**src/design/pbts_pkg.sv**
```systemverilog
`timescale 1ns / 1ps
// ----------------------------------------------------------------------------
// pbts_pkg: shared constants for the priority bitmap thread scheduler
// command codes, field widths and parameter defaults
// ----------------------------------------------------------------------------
package pbts_pkg;

  // transaction field widths
  localparam int CMD_W   = 3;
  localparam int PRIO_W  = 6;
  localparam int TICKS_W = 32;

  // parameter defaults
  localparam int DEF_THREAD_SLOTS  = 32;
  localparam int DEF_TIMEOUT_WIDTH = 32;

  // command codes
  localparam logic [CMD_W-1:0] CMD_TICK    = 3'd0;
  localparam logic [CMD_W-1:0] CMD_START   = 3'd1;
  localparam logic [CMD_W-1:0] CMD_DELAY   = 3'd2;
  localparam logic [CMD_W-1:0] CMD_READY   = 3'd3;
  localparam logic [CMD_W-1:0] CMD_UNREADY = 3'd4;

  // result status codes
  localparam logic STATUS_OK       = 1'b0;
  localparam logic STATUS_REJECTED = 1'b1;

endpackage

```
**src/design/priority_bitmap_thread_scheduler.sv**
```systemverilog
`timescale 1ns / 1ps
// ----------------------------------------------------------------------------
// priority_bitmap_thread_scheduler
// bitmap thread scheduler with per-thread tick timeouts and priority pick
// ----------------------------------------------------------------------------
//  channel | direction | handshake               | payload
//  in      | input     | in_valid_i / in_stall_o | command, priority_req,
//          |           |                         | is_event_queue, ticks
//  out     | output    | out_valid_o/out_stall_i | next_thread, switch_needed,
//          |           |                         | status
//
//  start, delay, make ready and unready go through accept, then pick.
//  a tick uses one shared decrement/compare unit, which walks the timeout
//  memory one entry per cycle through its registered read.
//  reset clears the bitmaps and the current thread; the timeout memory has
//  no reset, and only entries written by a delay are ever decremented.
//  a result waiting under out_stall_i does not block the next transaction;
//  the pick step holds only when the previous result has not yet been taken.
// ----------------------------------------------------------------------------
module priority_bitmap_thread_scheduler #(
  parameter int THREAD_SLOTS  = pbts_pkg::DEF_THREAD_SLOTS,
  parameter int TIMEOUT_WIDTH = pbts_pkg::DEF_TIMEOUT_WIDTH
) (
  input  logic                         clk_i,
  input  logic                         rst_ni,
  input  logic                         in_valid_i,
  output logic                         in_stall_o,
  input  logic [pbts_pkg::CMD_W-1:0]   command_i,
  input  logic [pbts_pkg::PRIO_W-1:0]  priority_req_i,
  input  logic                         is_event_queue_i,
  input  logic [pbts_pkg::TICKS_W-1:0] ticks_i,
  output logic                         out_valid_o,
  input  logic                         out_stall_i,
  output logic [pbts_pkg::PRIO_W-1:0]  next_thread_o,
  output logic                         switch_needed_o,
  output logic                         status_o
);
  import pbts_pkg::*;

  localparam int IDX_W = (THREAD_SLOTS > 1) ? $clog2(THREAD_SLOTS) : 1;
  localparam logic [IDX_W-1:0] LAST_IDX = IDX_W'(THREAD_SLOTS - 1);
  localparam logic [TICKS_W-1:0] COUNT_MAX =
    TICKS_W'((64'd1 << TIMEOUT_WIDTH) - 64'd1);

  // sequencer codes
  localparam logic [1:0] ST_IDLE  = 2'd0;
  localparam logic [1:0] ST_TICK  = 2'd1;
  localparam logic [1:0] ST_DRAIN = 2'd2;
  localparam logic [1:0] ST_PICK  = 2'd3;

  logic [1:0] state_q, state_d;

  logic [THREAD_SLOTS-1:0] ready_q, ready_d;
  logic [THREAD_SLOTS-1:0] delayed_q, delayed_d;
  logic [THREAD_SLOTS-1:0] evq_q, evq_d;
  logic [THREAD_SLOTS-1:0] reg_q, reg_d;
  logic [PRIO_W-1:0]       cur_q, cur_d;
  logic                    rej_q, rej_d;

  logic [IDX_W-1:0] walk_q, walk_d;
  logic [IDX_W-1:0] proc_idx_q;
  logic             proc_vld_q;

  logic [TIMEOUT_WIDTH-1:0] mem [THREAD_SLOTS];
  logic [TIMEOUT_WIDTH-1:0] rd_data_q;
  logic                     mem_we;
  logic [IDX_W-1:0]         mem_waddr;
  logic [TIMEOUT_WIDTH-1:0] mem_wdata;

  logic              out_valid_q;
  logic [PRIO_W-1:0] next_q;
  logic              switch_q;
  logic              status_q;

  logic in_accept;
  logic out_taken;
  logic pick_fire;

  // decoded priorities
  logic [PRIO_W-1:0] prio_m1, cur_m1;
  logic [IDX_W-1:0]  prio_idx, cur_idx;
  logic              prio_ok, cur_ok;
  logic [THREAD_SLOTS-1:0] prio_bit, cur_bit;

  // shared decrement and zero-compare unit
  logic [TIMEOUT_WIDTH-1:0] dec_val;
  logic                     dec_zero;

  // highest-priority pick
  logic [THREAD_SLOTS-1:0] rev_ready, iso;
  logic [IDX_W-1:0]        iso_idx;
  logic [PRIO_W-1:0]       pick;

  assign in_accept = in_valid_i && !in_stall_o;
  assign out_taken = out_valid_q && !out_stall_i;
  assign pick_fire = (state_q == ST_PICK) && !(out_valid_q && out_stall_i);
  assign in_stall_o = (state_q != ST_IDLE);

  assign prio_m1  = priority_req_i - PRIO_W'(1);
  assign cur_m1   = cur_q - PRIO_W'(1);
  assign prio_idx = prio_m1[IDX_W-1:0];
  assign cur_idx  = cur_m1[IDX_W-1:0];
  assign prio_ok  = (priority_req_i != '0) &&
                    (priority_req_i <= PRIO_W'(THREAD_SLOTS));
  assign cur_ok   = (cur_q != '0) && (cur_q <= PRIO_W'(THREAD_SLOTS));
  assign prio_bit = prio_ok ? (THREAD_SLOTS'(1) << prio_idx) : '0;
  assign cur_bit  = cur_ok ? (THREAD_SLOTS'(1) << cur_idx) : '0;

  assign dec_val  = (rd_data_q != '0) ? (rd_data_q - TIMEOUT_WIDTH'(1)) : '0;
  assign dec_zero = (dec_val == '0);

  // isolate the top ready bit by reversing and keeping the lowest one
  always_comb begin
    for (int k = 0; k < THREAD_SLOTS; k++) begin
      rev_ready[k] = ready_q[THREAD_SLOTS-1-k];
    end
    iso = rev_ready & (~rev_ready + THREAD_SLOTS'(1));
    iso_idx = '0;
    for (int k = 0; k < THREAD_SLOTS; k++) begin
      if (iso[k]) begin
        iso_idx = iso_idx | IDX_W'(k);
      end
    end
    pick = (ready_q != '0) ? (PRIO_W'(THREAD_SLOTS) - PRIO_W'(iso_idx)) : '0;
  end

  // command decode, tick walk and sequencer
  always_comb begin
    state_d   = state_q;
    ready_d   = ready_q;
    delayed_d = delayed_q;
    evq_d     = evq_q;
    reg_d     = reg_q;
    cur_d     = cur_q;
    rej_d     = rej_q;
    walk_d    = walk_q;
    mem_we    = 1'b0;
    mem_waddr = cur_idx;
    mem_wdata = (ticks_i > COUNT_MAX) ? '1 : ticks_i[TIMEOUT_WIDTH-1:0];

    case (state_q)
      ST_IDLE: begin
        if (in_accept) begin
          rej_d   = STATUS_OK;
          state_d = ST_PICK;
          case (command_i)
            CMD_TICK: begin
              walk_d  = '0;
              state_d = ST_TICK;
            end
            CMD_START: begin
              if (!prio_ok || ((reg_q & prio_bit) != '0)) begin
                rej_d = STATUS_REJECTED;
              end else begin
                reg_d   = reg_q | prio_bit;
                ready_d = ready_q | prio_bit;
                if (is_event_queue_i) begin
                  evq_d = evq_q | prio_bit;
                end
              end
            end
            CMD_DELAY: begin
              if (!cur_ok || ((evq_q & cur_bit) != '0) || (ticks_i == '0)) begin
                rej_d = STATUS_REJECTED;
              end else begin
                mem_we    = 1'b1;
                ready_d   = ready_q & ~cur_bit;
                delayed_d = delayed_q | cur_bit;
              end
            end
            CMD_READY: begin
              if (!prio_ok || ((reg_q & prio_bit) == '0) ||
                  ((evq_q & prio_bit) == '0)) begin
                rej_d = STATUS_REJECTED;
              end else begin
                ready_d = ready_q | prio_bit;
              end
            end
            CMD_UNREADY: begin
              if (!cur_ok || ((evq_q & cur_bit) == '0)) begin
                rej_d = STATUS_REJECTED;
              end else begin
                ready_d = ready_q & ~cur_bit;
              end
            end
            default: begin
              rej_d = STATUS_REJECTED;
            end
          endcase
        end
      end
      ST_TICK: begin
        if (walk_q == LAST_IDX) begin
          state_d = ST_DRAIN;
        end else begin
          walk_d = walk_q + IDX_W'(1);
        end
      end
      ST_DRAIN: begin
        state_d = ST_PICK;
      end
      ST_PICK: begin
        if (pick_fire) begin
          cur_d   = pick;
          state_d = ST_IDLE;
        end
      end
      default: begin
        state_d = ST_IDLE;
      end
    endcase

    // write back one decremented counter of a delayed thread
    if (proc_vld_q && delayed_q[proc_idx_q]) begin
      mem_we    = 1'b1;
      mem_waddr = proc_idx_q;
      mem_wdata = dec_val;
      if (dec_zero) begin
        ready_d[proc_idx_q]   = 1'b1;
        delayed_d[proc_idx_q] = 1'b0;
      end
    end
  end

  // control registers
  always_ff @(posedge clk_i or negedge rst_ni) begin
    if (!rst_ni) begin
      state_q    <= ST_IDLE;
      ready_q    <= '0;
      delayed_q  <= '0;
      evq_q      <= '0;
      reg_q      <= '0;
      cur_q      <= '0;
      rej_q      <= STATUS_OK;
      walk_q     <= '0;
      proc_vld_q <= 1'b0;
      proc_idx_q <= '0;
    end else begin
      state_q    <= state_d;
      ready_q    <= ready_d;
      delayed_q  <= delayed_d;
      evq_q      <= evq_d;
      reg_q      <= reg_d;
      cur_q      <= cur_d;
      rej_q      <= rej_d;
      walk_q     <= walk_d;
      proc_vld_q <= (state_q == ST_TICK);
      proc_idx_q <= walk_q;
    end
  end

  // timeout memory, one write and one registered read port
  always_ff @(posedge clk_i) begin
    if (mem_we) begin
      mem[mem_waddr] <= mem_wdata;
    end
  end

  always_ff @(posedge clk_i) begin
    if (state_q == ST_TICK) begin
      rd_data_q <= mem[walk_q];
    end
  end

  // output register
  always_ff @(posedge clk_i or negedge rst_ni) begin
    if (!rst_ni) begin
      out_valid_q <= 1'b0;
    end else if (pick_fire) begin
      out_valid_q <= 1'b1;
    end else if (out_taken) begin
      out_valid_q <= 1'b0;
    end
  end

  always_ff @(posedge clk_i) begin
    if (pick_fire) begin
      next_q   <= pick;
      switch_q <= (pick != cur_q);
      status_q <= rej_q;
    end
  end

  assign out_valid_o     = out_valid_q;
  assign next_thread_o   = next_q;
  assign switch_needed_o = switch_q;
  assign status_o        = status_q;

  // a thread is never ready and delayed at once
  a_ready_delayed_disjoint: assert property (
    @(posedge clk_i) disable iff (!rst_ni) (ready_q & delayed_q) == '0
  ) else $error("thread both ready and delayed");

  // only registered threads are ever runnable or waiting
  a_runnable_registered: assert property (
    @(posedge clk_i) disable iff (!rst_ni) ((ready_q | delayed_q) & ~reg_q) == '0
  ) else $error("unregistered thread in ready or delayed set");

  // a rejected transaction never asks for a switch
  a_reject_no_switch: assert property (
    @(posedge clk_i) disable iff (!rst_ni)
      (out_valid_q && status_q == STATUS_REJECTED) |-> !switch_q
  ) else $error("rejected transaction reports a switch");

  // non-tick transactions go straight to the pick step
  a_direct_pick: assert property (
    @(posedge clk_i) disable iff (!rst_ni)
      (in_accept && command_i != CMD_TICK) |=> (state_q == ST_PICK)
  ) else $error("non-tick transaction did not go to pick");

  // a result never names a thread beyond the slot count
  a_pick_range: assert property (
    @(posedge clk_i) disable iff (!rst_ni)
      out_valid_q |-> (next_q <= PRIO_W'(THREAD_SLOTS))
  ) else $error("picked thread out of range");

endmodule
```
**config.mk**
```make
export PLATFORM = sky130hd
export DESIGN_NAME = priority_bitmap_thread_scheduler
export DESIGN_NICKNAME = d
export VERILOG_FILES = /design/src/design/pbts_pkg.sv /design/src/design/priority_bitmap_thread_scheduler.sv
export SDC_FILE = /design/constraint.sdc
export NUM_CORES = 1
export LEC_CHECK = 0
export BUFFER_PORTS_ARGS = -buffer_cell sky130_fd_sc_hd__buf_2
export CORE_UTILIZATION = 50
export CTS_CLUSTER_DIAMETER = 150
export CTS_CLUSTER_SIZE = 30
export DETAILED_ROUTE_END_ITERATION = 6
export PLACE_DENSITY = 0.75
export SLEW_MARGIN = 20
export SYNTH_ARGS = -nofsm -noshare
export SYNTH_HDL_FRONTEND = slang
export SYNTH_SLANG_ARGS = --single-unit
```
**constraint.sdc**
```tcl
create_clock -name clk_i -period 15.15 [get_ports clk_i]
set_input_delay 1.515 -clock clk_i [delete_from_list [all_inputs] [get_ports clk_i]]
set_output_delay 1.515 -clock clk_i [all_outputs]
set_load 0.005 [all_outputs]
```
==> Yosys cells after proc, flatten, opt, wreduce, memory -nomap -nowiden <==
Memories as Yosys holds them, arrays and structs flattened. A register that Yosys moved wholly into a read port is not among the register bits.
Cells that the tools add are included.
{ "totals": {"word_cells": 260, "regBits": 157, "mem_bits_rw": 1024, "output_inout_bits": 10, "latchBits": 0, "inputBits": 46, "rom_bits": 0, "memories": 1} }
{ "classes": {"n_mul": 0, "reduce_logical": 41, "n_div": 0, "n_lt_le_gt_ge": 5, "n_shift": 2, "n_mux": 160, "eq_ne": 17, "addsub": 6, "bitwise_logic": 14} }
{ "mem_list": {"columns": ["memory", "words", "width", "read_ports", "rd_ports_with_merged_regs", "wr", "line_no", "text"], "rows": [
  ["mem", 32, 32, 1, 1, 1, "priority_bitmap_thread_scheduler.sv:64", "logic [TIMEOUT_WIDTH-1:0] mem [THREAD_SLOTS];"]
]} }
{ "op_table": {"columns": ["op", "n"], "rows": [
  ["two-way mux 32 bit", 65],
  ["AND 32 bit", 6],
  ["zero test 32 bit", 5],
  ["OR 32 bit", 5],
  ["case mux 32 bit (4 select lines)", 1],
  ["nonzero test 32 bit", 4],
  ["two-way mux 5 bit", 24],
  ["NOT 32 bit", 3],
  ["left shift 1 x 5 -> 32 bit, first input constant", 2],
  ["two-way mux 1 bit", 39],
  ["adder 32 x 1 -> 32 bit, second input constant", 1],
  ["greater-than comparator 32 bit, second input constant", 1],
  ["two-way mux 4 bit", 8],
  ["subtractor 32 x 1 -> 32 bit, second input constant", 1],
  ["two-way mux 2 bit", 11],
  ["two-way mux 6 bit", 3],
  ["<= comparator 6 bit, second input constant", 2],
  ["two-way mux 3 bit", 4],
  ["!= test 2 bit, second input constant", 6],
  ["nonzero test 6 bit", 2],
  ["case mux 5 bit (2 select lines)", 1],
  ["subtractor 5 x 1 -> 5 bit, second input constant", 2],
  ["logical AND 1 bit", 8],
  ["case mux 2 bit (4 select lines)", 1],
  ["24 further kinds", 40]
]} }

==> Depth between registers and ports, before layout <==
{ "depth": {"depth_word": 38, "mapped_depth": 18, "depth_no_buf": 11} }

==> Least setup slack after synthesis <==
Ideal clock, no wire load.
{ "synth_path": {"path_kind": "register to register", "start": "reg cur_q[0]", "end": "mem mem[22][0] (netlist name), enable pin", "path_stages_with_launch": 15, "n_path_buf": 3, "slack_ns": 9.952, "period_less_slack_ns": 5.198, "setup_time_ns": 0.421, "arrival_ns": 4.777, "required_time_ns": 14.729, "cell_sequence": "dfrtp_1 > clkbuf_1 > clkbuf_1 > inv_1 > ha_1 > clkbuf_1 > nor2b_1 > and4_1 > o21a_1 > o311a_1 > a311oi_1 > nand4_1 > nor3_2 > a32oi_1 > nor2_1"} }
{ "synth_via": {"elab_chain_cells": 20, "elab_cells_between_ends": 25, "classes_between": "1 x add/sub; 1 x order compare; 1 x shift; 15 x mux; 1 x bitwise; 6 x reduce/logical"} }
{ "synth_lines": {"columns": ["element", "line_no", "text"], "rows": [
  ["start: declaration", "priority_bitmap_thread_scheduler.sv:57", "logic [PRIO_W-1:0] cur_q, cur_d;"],
  ["start signal: assignment", "priority_bitmap_thread_scheduler.sv:244", "cur_q <= cur_d;"],
  ["subtractor 5 x 1 -> 5 bit, or another cell as far along", "priority_bitmap_thread_scheduler.sv:100", "assign cur_m1 = cur_q - PRIO_W'(1);"],
  ["left shift 1 x 5 -> 32 bit / logical AND 1 bit (equally long branches)", "priority_bitmap_thread_scheduler.sv:107, priority_bitmap_thread_scheduler.sv:105", null],
  ["two-way mux 32 bit", "priority_bitmap_thread_scheduler.sv:107", "assign cur_bit = cur_ok ? (THREAD_SLOTS'(1) << cur_idx) : '0;"],
  ["AND 32 bit", "priority_bitmap_thread_scheduler.sv:163", "if (!cur_ok || ((evq_q & cur_bit) != '0) || (ticks_i == '0)) begin"],
  ["nonzero test 32 bit", "priority_bitmap_thread_scheduler.sv:163", null],
  ["logical OR 1 bit (2 in a row)", "priority_bitmap_thread_scheduler.sv:163", null],
  ["two-way mux 1 bit", "priority_bitmap_thread_scheduler.sv:163", null],
  ["two-way mux 1 bit", "priority_bitmap_thread_scheduler.sv:146", "case (command_i)"],
  ["(+2 left out)", null, null],
  ["two-way mux 1 bit", "priority_bitmap_thread_scheduler.sv:146", null],
  ["two-way mux 1 bit", "priority_bitmap_thread_scheduler.sv:143", "if (in_accept) begin"],
  ["two-way mux 1 bit", "priority_bitmap_thread_scheduler.sv:141", "case (state_q)"],
  ["two-way mux 1 bit", "priority_bitmap_thread_scheduler.sv:143", null],
  ["two-way mux 1 bit (2 in a row)", "priority_bitmap_thread_scheduler.sv:141", null],
  ["two-way mux 1 bit", "priority_bitmap_thread_scheduler.sv:214", "if (proc_vld_q && delayed_q[proc_idx_q]) begin"],
  ["two-way mux 1 bit", "priority_bitmap_thread_scheduler.sv:254", "if (mem_we) begin"],
  ["two-way mux 1 bit (implied by the code)", "priority_bitmap_thread_scheduler.sv:255", "mem[mem_waddr] <= mem_wdata;"],
  ["end: declaration", "priority_bitmap_thread_scheduler.sv:64", null]
]} }
Several ways; a longest one is shown, not always the timed one. The select of a mux whose other input is x is not followed.

==> Worst setup path after layout <==
{ "layout_path": {"start": "reg cur_q[1]", "end": "mem mem[17][26] (netlist name), enable pin"} }
The elaborated chain is that of the path after synthesis.

==> results by group <==
Logic synthesis
  – Mapped cell area: 50800 um^2
  – Syn nets: 2858
  – Seq/Total Area, Yosys: 70.2%
  – Mapped Avg Cell Area: 18.2 um^2
  – Post-synthesis instance total: 2798
  – Number of synthesized register bits: 1213
  – Synth Flop Type: edfxtp_1
  – Post-synthesis cell type count: 91
  – Synth warn: 0
  – FFs w/ async S/R, synth: 12.3%
  – Number of synthesized flops with an enable pin: 1064

Detailed routing
  – Avg WL per Cell: 31.9 um
  – Post-route DRC: 0
  – Pre-antenna DRT Iters: 7
  – Drt via density: 6.68
  – DR iter-0 viols: 3673
  – Total number of vias: 27800
  – Post-route ant nets: 0
  – Drt total wl: 133000 um

Clock network
  – CTS Buf Count: 46
  – Root buf cell: clkbuf_16
  – CTS tree: done
  – PostCTS Resize Cnt: 0
  – Clock Latency Late Sink: 680 ps
  – Clock transition at the registers of the reported paths: 120 ps
  – Post-CTS setup repair buffer count: 0
  – Clock buffer depth: 3
  – CTS H-tree lvls: 2
  – TritonCTS Sinks: 1213
  – CTS Hold Buffers Added: 0

GRT
  – Vias in the first global route: 27300
  – First-pass GRT wire length: 193000 um
  – Initial antenna violation count: 0
  – GRT overflow: 0
  – Largest net degree at the start of global routing: 158
  – GRT Overall Usage: 25.9%

Setup path
  – Worst path max stage delay: 880 ps
  – Crit-path max FO: 32
  – Worst Setup Path Type: register to register
  – Worst path required time: 15420 ps
  – Critical Path End Type: register
  – Setup crit start: cur_q[1]
  – Crit-path leading delay family: simple AND/OR/NAND/NOR gates
  – Reg2reg end: mem[17][26]
  – Crit path depth: 12
  – WP buf/inv: 2
  – Crit path to: mem[17][26]
  – Reg2Reg Launch Point: cur_q[1]
  – Worst-path cell chain: inv_1, ha_2, nor3b_2, mux2_2, nor2_1, nor2b_1, a311oi_1, nand4_1, nor4_1, a32oi_1, buf_4, nor2_4
  – Worst Path Arrival: 6360 ps
  – Flop-to-flop setup slack: 9060 ps
  – Slowest CP cell: nor2_4
  – Worst setup SP type: register
  – Worst reg-to-reg path cell count: 12

Cells and area
  – Commonest cells after routing, fill and taps aside: 1064 x edfxtp_1, 329 x mux4_2, 144 x dfrtp_1
  – Post-route cell area: 54400 um^2
  – Layout net count: 2845
  – Antenna Cells: 0
  – Synthesis-to-finish area growth: 7.15%
  – Leading cell type in the layout, fill and taps excluded: edfxtp_1
  – Share of cells above drive strength 1: 24.1%

Power
  – Clock share of power: 17.9%
  – P per Cell Area: 159 nW/um^2
  – Switching share of power: 34.3%
  – Leak: 17.0 nW
  – Sw Pwr: 2.97 mW
  – Internal: 5.70 mW
  – Share of power burned in registers: 49.1%
  – Maximum VDD drop: 157 uV
  – Logic pwr share: 32.9%

Timing
  – Max Fclk: 0.164 GHz
  – Hold Slack: 467 ps
  – Setup TNS: 0 ps
  – Final setup vio count: 0
  – Slew margin rel.: 23.0%
  – Tightest Pin Transition: 1150 ps
  – Final Slew Violations: 0
  – Fin crit period: 6090 ps
  – Final Skew: 62.4 ps
  – RSZ-0062 raised after global routing: no
  – Final setup margin: 9060 ps
  – Fin crit share: 40.2%
  – Fin. Hold Viols: 0

Place
  – Area post-placement: 52800 um^2
  – HPWL Detailed: 83900 um
  – GP Congestion: 0.950
  – I/O Buffers: 55
  – Pre-CTS setup slack: 8760 ps

Floorplan
  – Die Y: 321 um
  – Initial Utilization: 50.6%
  – IO Pins: 56
  – Full die area: 103000 um^2
  – Core ar.: 100000 um^2
  – DIE WIDTH: 321 um
  – Rows: 116

Job
  – MaxCap Viol Count: 0

Outcome
  – Status: complete, no violations

Worst hold path
  – Worst hold path class: register to register
## state kept, by name, indices dropped and copies added (netlist names)
register         count
mem               1024
delayed_q           32
evq_q               32
rd_data_q           32
ready_q             32
reg_q               32
cur_q                6
next_thread_o        6
proc_idx_q           5
walk_q               5
state_q              2
out_valid_o          1
proc_vld_q           1
rej_q                1
status_o             1
switch_needed_o      1
## through the flow
stage / utilization, % / instances / total power [mW]
after floorplan: - / 2798 / 6.05
after global placement: 52.6 / 4080 / 7.09
after detailed placement: 52.6 / 4080 / 7.14
after CTS: 53.9 / 4146 / 8.66
after global routing: 54.2 / 4160 / 8.94
final: 54.2 / 4160 / 8.66
## area by class of cell
class / count / area [um^2]
multi-input cells: 1373 / 14700
well taps: 1357 / 1700
repair buffers: 118 / 983
flip-flops and latches: 1213 / 35700
clock inverters: 3 / 45.0
fillers: 7621 / 46000
clock buffers: 63 / 1240
inverters: 33 / 124
## power by group through the flow
stage | logic (mW) | registers [mW] | clock network, mW
6_report | 2.85 | 4.26 | 1.55
5_1_grt | 2.99 | 4.28 | 1.67
4_1_cts | 2.84 | 4.25 | 1.57
3_5_place_dp | 2.82 | 4.32 | 0
3_3_place_gp | 2.78 | 4.32 | 0
2_1_floorplan | 1.92 | 4.13 | 0
## tightest hold or removal path: stages (launching register included)
cell and delay, ps:
dfrtp_1 350, inv_1 50, nand2_1 50
## cell families after synthesis
logic type / after synthesis / share of synthesized area (%)
buf+inv: 212 / 1.60
xor+xnor: 30 / 0.517
compound gates: 394 / 5.32
flops: 1213 / 70.2
mux: 416 / 16.5
simple gates: 519 / 5.51
fa+ha+maj: 14 / 0.345
## how the worst min path moves through the flow
stage / start / endpoint / slack, ps / depth (start not counted)
2_1_floorplan: walk_q[2] / proc_idx_q[2] / 350 / 0
3_3_place_gp: reg_q[31] / reg_q[31] / 430 / 2
3_5_place_dp: reg_q[31] / reg_q[31] / 430 / 2
4_1_cts: reg_q[31] / reg_q[31] / 460 / 2
5_1_grt: rej_q / status_o / 490 / 0
6_report: reg_q[31] / reg_q[31] / 470 / 2
## per-layer routing
| layer | share of wire [%] | GRT usage, % |
|---|---|---|
| met5 | 0 | 0 |
| met4 | 4.0 | 8.86 |
| met3 | 8.6 | 3.71 |
| met2 | 48 | 41.6 |
| met1 | 39 | 36.7 |
## cells in the mapped netlist, types with 8 or more instances
cell / instances / area share, %
o21ai_0: 58 / 0.57
a31o_2: 28 / 0.48
inv_1: 33 / 0.24
nor4_1: 43 / 0.53
nor2b_1: 28 / 0.34
o21bai_1: 33 / 0.49
nor2_1: 122 / 0.90
o211ai_1: 9 / 0.13
o32ai_1: 16 / 0.28
a21oi_1: 84 / 0.83
nor3_1: 41 / 0.40
and2_1: 12 / 0.15
edfxtp_1: 1064 / 63
nand2_1: 101 / 0.75
nand3b_1: 9 / 0.13
and3_1: 9 / 0.11
o31ai_1: 14 / 0.21
or2_2: 9 / 0.11
mux2_2: 69 / 1.5
a31oi_1: 49 / 0.60
buf_1: 39 / 0.29
xnor2_1: 23 / 0.40
dfrtp_1: 149 / 7.3
ha_1: 14 / 0.34
nand4_1: 29 / 0.36
nand3_1: 53 / 0.52
clkbuf_1: 130 / 0.96
a21o_1: 17 / 0.25
nor3b_1: 8 / 0.12
mux2i_1: 18 / 0.35
mux4_2: 329 / 15
Power figures use the tool's default switching activity.
